`config.mk`:
```
export PLATFORM = sky130hd
export DESIGN_NAME = temperature_to_seven_segment
export DESIGN_NICKNAME = d
export VERILOG_FILES = /design/src/design/tts_pkg.sv /design/src/design/tts_convert.sv /design/src/design/temperature_to_seven_segment.sv
export SDC_FILE = /design/constraint.sdc
export NUM_CORES = 1
export LEC_CHECK = 0
export BUFFER_PORTS_ARGS = -buffer_cell sky130_fd_sc_hd__buf_2
export CELL_PAD_IN_SITES_DETAIL_PLACEMENT = 1
export CELL_PAD_IN_SITES_GLOBAL_PLACEMENT = 2
export CORE_UTILIZATION = 25
export DETAILED_ROUTE_END_ITERATION = 8
export PLACE_DENSITY = 0.65
export REMOVE_ABC_BUFFERS = 1
export SLEW_MARGIN = 30
export SYNTH_ARGS = -nofsm -noshare
export SYNTH_HDL_FRONTEND = slang
export SYNTH_SLANG_ARGS = --single-unit
```
`constraint.sdc`:
```
create_clock -name clk_i -period 6.6 [get_ports clk_i]
set_clock_uncertainty 0.05 [all_clocks]
set_input_delay 1.32 -clock clk_i [delete_from_list [all_inputs] [get_ports clk_i]]
set_output_delay 1.32 -clock clk_i [all_outputs]
set_load 0.05 [all_outputs]
```
`src/design/tts_pkg.sv`:
```
`timescale 1ns / 1ps
`default_nettype none
// -----------------------------------------------------------------------------
// tts_pkg
// Shared types, segment codes and helpers for the temperature display block.
// -----------------------------------------------------------------------------
package tts_pkg;

  localparam int unsigned LimitWidth   = 7;
  localparam int unsigned RawWidth     = 16;
  localparam int unsigned SegWidth     = 8;
  localparam logic [LimitWidth-1:0] LimitReset = 7'd75;

  // Segment bytes, bit 0 is the decimal point
  localparam logic [SegWidth-1:0] SegBlank = 8'h00;
  localparam logic [SegWidth-1:0] SegDash  = 8'h02;
  localparam logic [SegWidth-1:0] SegC     = 8'hD8;
  localparam logic [SegWidth-1:0] SegDp    = 8'h01;

  // Positive readings with a high byte above this are out of range
  localparam logic [7:0] MaxHighByte = 8'h04;

  typedef struct packed {
    logic                sensor_present;
    logic [RawWidth-1:0] raw_reading;
  } req_t;

  typedef struct packed {
    logic [SegWidth-1:0] digit0_segments;
    logic [SegWidth-1:0] digit1_segments;
    logic [SegWidth-1:0] digit2_segments;
    logic [SegWidth-1:0] digit3_segments;
    logic                sensor_error;
  } res_t;

  // Decimal digit to segment byte
  function automatic logic [SegWidth-1:0] seg_digit(input logic [3:0] d);
    logic [SegWidth-1:0] s;
    begin
      unique case (d)
        4'd0:    s = 8'hFC;
        4'd1:    s = 8'h24;
        4'd2:    s = 8'hBA;
        4'd3:    s = 8'hAE;
        4'd4:    s = 8'h66;
        4'd5:    s = 8'hCE;
        4'd6:    s = 8'hDE;
        4'd7:    s = 8'hA4;
        4'd8:    s = 8'hFE;
        4'd9:    s = 8'hEE;
        default: s = SegBlank;
      endcase
      return s;
    end
  endfunction

  // Quotient by ten for 8-bit values: (x * 205) >> 11 is exact below 1024
  function automatic logic [4:0] div10(input logic [7:0] x);
    logic [15:0] p;
    begin
      p = 16'(x) * 16'd205;
      return p[15:11];
    end
  endfunction

  // Tenths from the fraction nibble: (nib * 10) / 16
  function automatic logic [3:0] tenths_of(input logic [3:0] nib);
    logic [7:0] p;
    begin
      p = 8'(nib) * 8'd10;
      return p[7:4];
    end
  endfunction

endpackage
`default_nettype wire

```
`src/design/tts_convert.sv`:
```
`timescale 1ns / 1ps
`default_nettype none
// -----------------------------------------------------------------------------
// tts_convert
// Combinational reading-to-segments conversion between the two registers.
// -----------------------------------------------------------------------------
module tts_convert (
  input  tts_pkg::req_t                         req_i,
  input  logic [tts_pkg::LimitWidth-1:0]        limit_i,
  output tts_pkg::res_t                         res_o
);

  logic [tts_pkg::RawWidth-1:0] mag;
  logic [7:0] neg_whole;
  logic [4:0] neg_div;
  logic [7:0] neg_units;
  logic [3:0] neg_tens;
  logic [3:0] neg_tenths;
  logic [6:0] pos_whole;
  logic [4:0] pos_div;
  logic [7:0] pos_units;
  logic [3:0] pos_tenths;
  logic       pos_range_err;

  always_comb begin
    // negative branch
    mag        = (~req_i.raw_reading) + 16'd1;
    neg_whole  = mag[11:4];
    neg_div    = tts_pkg::div10(neg_whole);
    neg_units  = neg_whole - 8'(neg_div) * 8'd10;
    neg_tens   = {1'b0, neg_div[2:0]};
    neg_tenths = tts_pkg::tenths_of(mag[3:0]);

    // positive branch; whole fits 7 bits once the high byte is checked
    pos_whole     = req_i.raw_reading[10:4];
    pos_div       = tts_pkg::div10({1'b0, pos_whole});
    pos_units     = {1'b0, pos_whole} - 8'(pos_div) * 8'd10;
    pos_tenths    = tts_pkg::tenths_of(req_i.raw_reading[3:0]);
    pos_range_err = (req_i.raw_reading[15:8] > tts_pkg::MaxHighByte) ||
                    (pos_whole > limit_i);

    res_o.digit0_segments = tts_pkg::SegDash;
    res_o.digit1_segments = tts_pkg::SegDash;
    res_o.digit2_segments = tts_pkg::SegDash;
    res_o.digit3_segments = tts_pkg::SegDash;
    res_o.sensor_error    = 1'b1;

    if (!req_i.sensor_present) begin
      res_o.sensor_error = 1'b1;
    end else if (req_i.raw_reading[15]) begin
      res_o.sensor_error    = 1'b0;
      res_o.digit3_segments = tts_pkg::SegC;
      if (neg_tens == 4'd0) begin
        res_o.digit1_segments = tts_pkg::seg_digit(neg_units[3:0]) | tts_pkg::SegDp;
        res_o.digit2_segments = tts_pkg::seg_digit(neg_tenths);
      end else begin
        res_o.digit1_segments = tts_pkg::seg_digit(neg_tens);
        res_o.digit2_segments = tts_pkg::seg_digit(neg_units[3:0]);
      end
    end else if (!pos_range_err) begin
      res_o.sensor_error    = 1'b0;
      res_o.digit0_segments = (pos_div == 5'd0) ? tts_pkg::SegBlank
                                                : tts_pkg::seg_digit({1'b0, pos_div[2:0]});
      res_o.digit1_segments = tts_pkg::seg_digit(pos_units[3:0]) | tts_pkg::SegDp;
      res_o.digit2_segments = tts_pkg::seg_digit(pos_tenths);
      res_o.digit3_segments = tts_pkg::SegC;
    end
  end

endmodule
`default_nettype wire

```
`src/design/temperature_to_seven_segment.sv`:
```
`timescale 1ns / 1ps
`default_nettype none
// A request taken into the input register is converted and then captured in the
//   result register, which raises done_o: one input register, one result register.
// Throughput: one request per cycle; busy_o is never raised.
// The receiver cannot stall; every result is shown for exactly one cycle.
// Reset clears the valid flags and loads the limit with 75 degrees.
// -----------------------------------------------------------------------------
// temperature_to_seven_segment
// Converts a raw two's-complement 1/16-degree reading into four segment bytes.
// -----------------------------------------------------------------------------
module temperature_to_seven_segment (
  input  logic                           clk_i,
  input  logic                           rst_ni,
  // request side
  input  logic                           start_i,
  output logic                           busy_o,
  input  tts_pkg::req_t                  req_i,
  // configuration: upper limit in whole degrees
  input  logic                           cfg_we_i,
  input  logic [tts_pkg::LimitWidth-1:0] cfg_wdata_i,
  // result side
  output logic                           done_o,
  output tts_pkg::res_t                  res_o
);

  // Stage 1: captured request
  logic          req_valid_d, req_valid_q;
  tts_pkg::req_t req_d, req_q;

  // Limit register
  logic [tts_pkg::LimitWidth-1:0] limit_d, limit_q;

  // Stage 2: result register
  logic          res_valid_d, res_valid_q;
  tts_pkg::res_t res_d, res_q;

  // Pure pipeline, nothing ever holds a request back
  assign busy_o = 1'b0;

  assign req_valid_d = start_i && !busy_o;
  assign req_d       = req_i;
  assign limit_d     = cfg_we_i ? cfg_wdata_i : limit_q;
  assign res_valid_d = req_valid_q;

  // Conversion logic sits between the two registers
  tts_convert u_convert (
    .req_i   (req_q),
    .limit_i (limit_q),
    .res_o   (res_d)
  );

  always_ff @(posedge clk_i or negedge rst_ni) begin
    if (!rst_ni) begin
      req_valid_q <= 1'b0;
      res_valid_q <= 1'b0;
      limit_q     <= tts_pkg::LimitReset;
    end else begin
      req_valid_q <= req_valid_d;
      res_valid_q <= res_valid_d;
      limit_q     <= limit_d;
    end
  end

  // Payload registers carry no reset
  always_ff @(posedge clk_i) begin
    if (req_valid_d) begin
      req_q <= req_d;
    end
    if (req_valid_q) begin
      res_q <= res_d;
    end
  end

  assign done_o = res_valid_q;
  assign res_o  = res_q;

  // Every accepted request yields exactly one result after both registers
  a_two_cycle: assert property (@(posedge clk_i) disable iff (!rst_ni)
    (start_i && !busy_o) |-> ##2 done_o)
    else $error("accepted request produced no result");

  // No result without an earlier accepted request that passed both registers
  a_no_phantom: assert property (@(posedge clk_i) disable iff (!rst_ni)
    done_o |-> $past(start_i && !busy_o, 2))
    else $error("result without request");

  // Error flag means four dashes
  a_err_dashes: assert property (@(posedge clk_i) disable iff (!rst_ni)
    (done_o && res_o.sensor_error) |->
      (res_o.digit0_segments == tts_pkg::SegDash) &&
      (res_o.digit1_segments == tts_pkg::SegDash) &&
      (res_o.digit2_segments == tts_pkg::SegDash) &&
      (res_o.digit3_segments == tts_pkg::SegDash))
    else $error("error flag without dash display");

  // A valid reading always ends in the degree C symbol
  a_good_c: assert property (@(posedge clk_i) disable iff (!rst_ni)
    (done_o && !res_o.sensor_error) |-> (res_o.digit3_segments == tts_pkg::SegC))
    else $error("good reading without C symbol");

endmodule
`default_nettype wire

```
==> implementation parameters, run 1 <==
Parameter                              Value

Setup path
  Critical path peak fanout    3
  Required @ worst endpoint    6.60 ns
  Crit-path leading delay family    adder cells
  Slowest CP cell    sky130_fd_sc_hd__fa_1
  Slack of the worst reg-to-reg path    0.15 ns
  Delay contributed by the slowest stage of the critical path    0.52 ns
  Sort of element at the end of the critical path    flop
  Critical path class    reg -> reg
  Critical path launch point type    flop
  Buffers & Inverters on Critical Path    4
  Data arrival at the endpoint of the critical path    around 6.5 ns

Run
  Max capacitance violation total    0

CTS
  TritonCTS buffer count    5
  H-Tree Depth    2
  Clock tree from TritonCTS    yes
  Clock latency at the later pin of the worst-skew pair    0.30 ns
  Hold-fix buffer count after cts    0
  Clock input transition at the sequential cells of the worst setup and hold paths    approximately 0.07 ns
  Buffer levels on the longest clock path    2
  Sink Count    50
  CTS Root Buffer Type    sky130_fd_sc_hd__clkbuf_16

Floorplanning
  Horizontal extent of the die    around 150 um
  Starting utilization of the core area    around 25%
  Row Count    55
  I/O pin count    63
  Vertical die dimension    153.7 um
  Core outline area    22640 um^2
  Die Footprint    ~24000 um^2

Placed design
  Final weighted congestion in routability-driven placement    0.8103
  HPWL Detailed    13190 um
  Instance count after placement with tap cells included    952
  Buffers added on ports    56

Global routing
  Initial antenna violation count    0
  Total routing usage reported by global routing    13.67%
  Number of global-route vias before repair    4841
  Congestion Overflow GR    0
  Maximum number of pins on one net before global-route repair    26
  Wire length of the first global-routing pass    approximately 25000 um

Run status
  Status    finished, final reports clean

Yosys
  Share of flip-flops with an asynchronous set or reset after synthesis    18.00%
  Synth cell types    67
  Yosys warnings    0
  Post-synthesis cell count    around 590
  Top FF cell, synth    sky130_fd_sc_hd__edfxtp_1
  Mapped cell area    between 5000 and 6000 um^2
  Number of synthesized register bits    50
  Average cell area after synthesis    approximately 9.7 um^2
  Number of enable flip-flop cells after synthesis    41
  Part of the Yosys area used for sequential elements    roughly 25%

Timing
  Remaining max-slew budget at the tightest pin    43.50%
  Ratio of final minimum period to clock period    97.72%
  Final worst path period need    between 6 and 7 ns
  Number of failing setup endpoints in the final timing report    0
  Least-Margin Pin Slew    0.8444 ns
  Max Clock Freq    155.0 MHz
  Final count of hold timing violations    0
  Final max-slew violation count    0
  Unrepaired setup endpoints after global routing    yes

Drt
  Highest Signal Layer    met4
  Count of routing violations after the opening detailed-route iteration    87
  Wire length per cell    roughly 16 um
  Length of the first detailed-routing pass in iterations    4
  Routed length on met2    8044 um
  Detailed-routed wire length on met3    394 um
  Total DRC errors in the routed layout    0
  Total Routed Length    15670 um
  Met1 layer wirelength in the final routing    7106 um
  Vias per inst    between 4 and 5
  Via count    ~4500
  Routed Antenna Nets    0

Finish
  Commonest non-fill, non-tap cell in the layout    sky130_fd_sc_hd__ha_1
  Layout Cells excl Fill    970
  Final nets    851
  Commonest cells after routing, fill and taps aside    sky130_fd_sc_hd__ha_1 (112), sky130_fd_sc_hd__inv_1 (87), sky130_fd_sc_hd__buf_2 (56)
  Proportion of layout cells with a drive suffix above 1    a little under a quarter
  Area grow syn2layout    20.82%
  ANT cells    0

Min path
  Type of the worst min-delay path    reg -> reg
[routing by layer]
metal / vias to the layer above / track usage [%]
li1: 2212 / -
met1: 2210 / 16.87
met2: 50 / 25.37
met3: 9 / 1.945
met4: 0 / 2.238
met5: - / 0
[synthesized netlist by cell type, drive strengths merged (4+ instances only)]
master | number | area share (%)
mux2i | 6 | 1.3
nor3 | 10 | 0.96
or3 | 4 | 0.43
dfstp | 4 | 1.8
o22ai | 4 | 0.43
o21ai | 33 | 2.9
nor2 | 29 | 1.9
a221oi | 5 | 0.87
edfxtp | 41 | 21
a21o | 7 | 0.91
ha | 116 | 25
o211ai | 5 | 0.65
xnor2 | 26 | 4.7
a21oi | 23 | 2.0
nor3b | 8 | 1.1
nand2b | 5 | 0.59
nand3 | 15 | 1.3
nand2 | 45 | 2.9
inv | 91 | 5.9
fa | 23 | 8.0
o21a | 4 | 0.52
xor2 | 10 | 1.5
dfrtp | 5 | 2.2
and2 | 6 | 0.65
clkbuf | 8 | 0.52
buf | 14 | 1.7
[through the flow]
step	utilization [%]	setup TNS (ns)	hold WS [ns]	worst slack [ns]	area (um^2)
3_5_place_dp	28.94	-0.6482	0.4601	-0.1581	6551
3_3_place_gp	28.93	0	0.4549	0.02095	6550
5_1_grt	30.72	-0.9646	0.5059	-0.1733	6955
2_1_floorplan	-	-0.3265	0.4241	-0.2562	5650
6_report	30.72	0	0.4585	0.1502	6955
4_1_cts	30.14	0	0.4715	0.002061	6823
[flip-flops by register name, summed over array words and instances, names as in the netlist]
register	count
done_o	1
limit_q	7
req_q	17
res_o	24
req_valid_q	1
[final cells by class]
cell class | instances | area, um^2
clock buffer | 5 | 125.1
clock inverter | 3 | 43.79
fill | 2606 | 15690
inverter | 91 | 341.6
multi-input combinational | 435 | 4008
sequential | 50 | 1463
tap | 285 | 356.6
timing repair buffer | 101 | 618.1
[worst min-delay path: stages (launching register included)]
cell and delay (ns):
sky130_fd_sc_hd__dfstp_2 0.36, sky130_fd_sc_hd__inv_1 0.06, sky130_fd_sc_hd__o21ai_0 0.08
[path summary, 6_finish.rpt]
kind                            startpoint          to  cells past startpoint
worst max-delay path              req_q[4]   res_o[16]                     27
worst min-delay path            limit_q[1]  limit_q[1]                      2
worst max register to register    req_q[4]   res_o[16]                     27
worst min register to register  limit_q[1]  limit_q[1]                      2
max in group asynchronous           rst_ni  limit_q[3]                      1
min in group asynchronous           rst_ni      done_o                      1
[cells by family (layout without fill, tap and decap cells)]
logic type / count (synthesis) / count (layout) / synth area share (%)
buffers and inverters: 113 / 200 / 8.107
multiplexers: 9 / 9 / 1.913
XOR/XNOR: 39 / 39 / 7.390
flip-flops: 50 / 50 / 25.39
AND/OR/NAND/NOR: 135 / 135 / 11.48
AO/OA/AOI/OAI: 107 / 107 / 12.45
adder cells (fa/ha/maj): 139 / 139 / 33.21
other: 1 / 6 / 0.06514
[timing repair]
action	4_1_cts	5_1_grt
pin swaps	16	11
resized for setup	14	19
setup buffers	5	5
hold endpoints to repair	0	0
setup endpoints to repair	11	14
Power of run 1 is not shown: default switching activity piles up to over one toggle a cycle in this logic, so the estimate is an artifact.
==> run 2: changes to the inputs <==
--- a/config.mk
+++ b/config.mk
@@ -8,9 +8,9 @@
 export BUFFER_PORTS_ARGS = -buffer_cell sky130_fd_sc_hd__buf_2
 export CELL_PAD_IN_SITES_DETAIL_PLACEMENT = 1
 export CELL_PAD_IN_SITES_GLOBAL_PLACEMENT = 2
-export CORE_UTILIZATION = 25
+export CORE_UTILIZATION = 35
 export DETAILED_ROUTE_END_ITERATION = 8
-export PLACE_DENSITY = 0.65
+export PLACE_DENSITY = 0.84
 export REMOVE_ABC_BUFFERS = 1
 export SLEW_MARGIN = 30
 export SYNTH_ARGS = -nofsm -noshare
==> implementation parameters, run 2 (synthesis results as in run 1) <==
Parameter                              Value

Setup path
  Number of cells on the worst reg-to-reg path    27
  Critical path class    reg -> reg
  Reg-to-reg critical path endpoint    res_o[16]
  Worst reg2reg startpoint    req_q[4]
  Slowest CP cell    sky130_fd_sc_hd__fa_1
  Critical path peak fanout    3
  Delay contributed by the slowest stage of the critical path    0.53 ns
  Critical path launch point type    flop
  Crit-path leading delay family    adder cells
  Data arrival at the endpoint of the critical path    between 6 and 7 ns
  Slack of the worst reg-to-reg path    0.11 ns
  Buffers & Inverters on Critical Path    4
  Number of cells on the critical path    27
  Sort of element at the end of the critical path    flop
  Required @ worst endpoint    ~6.6 ns

CTS
  H-Tree Depth    2
  Clock tree from TritonCTS    yes
  Clock latency at the later pin of the worst-skew pair    ~0.30 ns
  CTS Root Buffer Type    sky130_fd_sc_hd__clkbuf_16
  Buffer levels on the longest clock path    2
  TritonCTS buffer count    5
  Sink Count    50
  Clock input transition at the sequential cells of the worst setup and hold paths    0.07 ns
  Hold-fix buffer count after cts    0

Timing
  Final count of hold timing violations    0
  Number of failing setup endpoints in the final timing report    0
  Remaining max-slew budget at the tightest pin    35.59%
  Unrepaired setup endpoints after global routing    yes
  Least-Margin Pin Slew    0.9626 ns
  Ratio of final minimum period to clock period    about 100%
  Final max-slew violation count    0
  Final worst path period need    6.495 ns
  Max Clock Freq    154.0 MHz

Placed design
  HPWL Detailed    between 10000 and 15000 um
  Buffers added on ports    56
  Final weighted congestion in routability-driven placement    0.8637
  Instance count after placement with tap cells included    slightly below 900

Drt
  Total Routed Length    about 15000 um
  Wire length per cell    17.07 um
  Routed Antenna Nets    0
  Length of the first detailed-routing pass in iterations    4
  Via count    about 4500
  Vias per inst    5.027
  Total DRC errors in the routed layout    0
  Count of routing violations after the opening detailed-route iteration    ~170

Global routing
  Wire length of the first global-routing pass    24190 um
  Total routing usage reported by global routing    18.59%
  Number of global-route vias before repair    4736
  Maximum number of pins on one net before global-route repair    26
  Congestion Overflow GR    0
  Initial antenna violation count    0

Run status
  Status    finished, final reports clean

Floorplanning
  I/O pin count    63
  Starting utilization of the core area    36.11%
  Horizontal extent of the die    between 100 and 150 um
  Vertical die dimension    130.3 um
  Row Count    46
  Die Footprint    approximately 17000 um^2
  Core outline area    ~16000 um^2

Finish
  Commonest non-fill, non-tap cell in the layout    sky130_fd_sc_hd__ha_1
  Layout Cells excl Fill    888
  Final nets    about 840
  Area used by multi-input combinational logic    4016 um^2
  ANT cells    0
  Sequential cell area    1463 um^2
  Flip-flop count of the largest register after layout    24
  Commonest cells after routing, fill and taps aside    sky130_fd_sc_hd__ha_1 (113), sky130_fd_sc_hd__inv_1 (88), sky130_fd_sc_hd__buf_2 (56)
  Layout filler cell count    1870
  Proportion of layout cells with a drive suffix above 1    22.02%
  Area grow syn2layout    17.52%

Min path
  Hold path cells    2
  Hold wc startpoint    limit_q[3]
  Type of the worst min-delay path    reg -> reg
  Sink of the worst hold path    limit_q[3]

Run
  Max capacitance violation total    0
-- run 2: cell count changes in the layout (fill, tap and decap cells not counted), sizes merged --
cell | previous run | this run
buf | 101 | 88
bufinv | 1 | 0
clkbuf | 5 | 6
clkinv | 1 | 0
inv | 92 | 93
-- run 2: final cells by class --
type,count,share of cell area [%]
Clock buffer,6,2.053
Clock inverter,2,0.2219
Inverter,91,5.049
Multi-Input combinational cell,435,59.37
Sequential cell,50,21.62
Tap cell,216,3.995
Timing Repair Buffer,88,7.694
-- run 2: worst max path at each step --
stage	start	slack (ns)	end
2_1_floorplan	req_q[4]	-0.26	res_o[16]
3_3_place_gp	req_q[0]	0.03	res_o[16]
3_5_place_dp	req_q[0]	-0.29	res_o[16]
4_1_cts	req_q[6]	0.04	res_o[16]
5_1_grt	req_q[4]	-0.16	res_o[16]
6_report	req_q[4]	0.11	res_o[16]
-- run 2: through the flow --
step	utilization, %	hold slack, ns	instance area (um^2)	TNS (ns)	setup WS (ns)
after floorplan	-	0.4241	5650	-0.3265	-0.2562
after global placement	40.12	0.4493	6396	0	0.03285
after detailed placement	40.13	0.4551	6397	-2.014	-0.2869
after CTS	41.86	0.4680	6674	0	0.03960
after global routing	42.43	0.4811	6765	-0.4385	-0.1587
final	42.43	0.4572	6765	0	0.1051
-- run 2: what timing repair did --
item,4_1_cts,5_1_grt
pin swaps,18,6
setup endpoints to repair,13,14
endpoints found under the hold margin,0,0
gates resized for setup,20,15
buffers inserted,4,2
-- run 2: tightest hold or removal path, delay by kind of cell, from the launching register on --
| family | cells | cell delay, ns |
|---|---|---|
| DFF | 1 | 0.36 |
| AOI/OAI and AO/OA | 1 | 0.08 |
| buffers and inverters | 1 | 0.06 |
-- run 2: metal layers --
layer  vias up  wire length [um]  track usage, %  part of all wire, %
li1       2189                 -               -                    -
met1      2195              6638           22.38                   44
met2        63              7978           34.64                   53
met3        17               391           2.870                  2.6
met4         0               153           3.899                  1.0
met5         -                 0               0                    0
Power of run 2 is left out for the same reason.
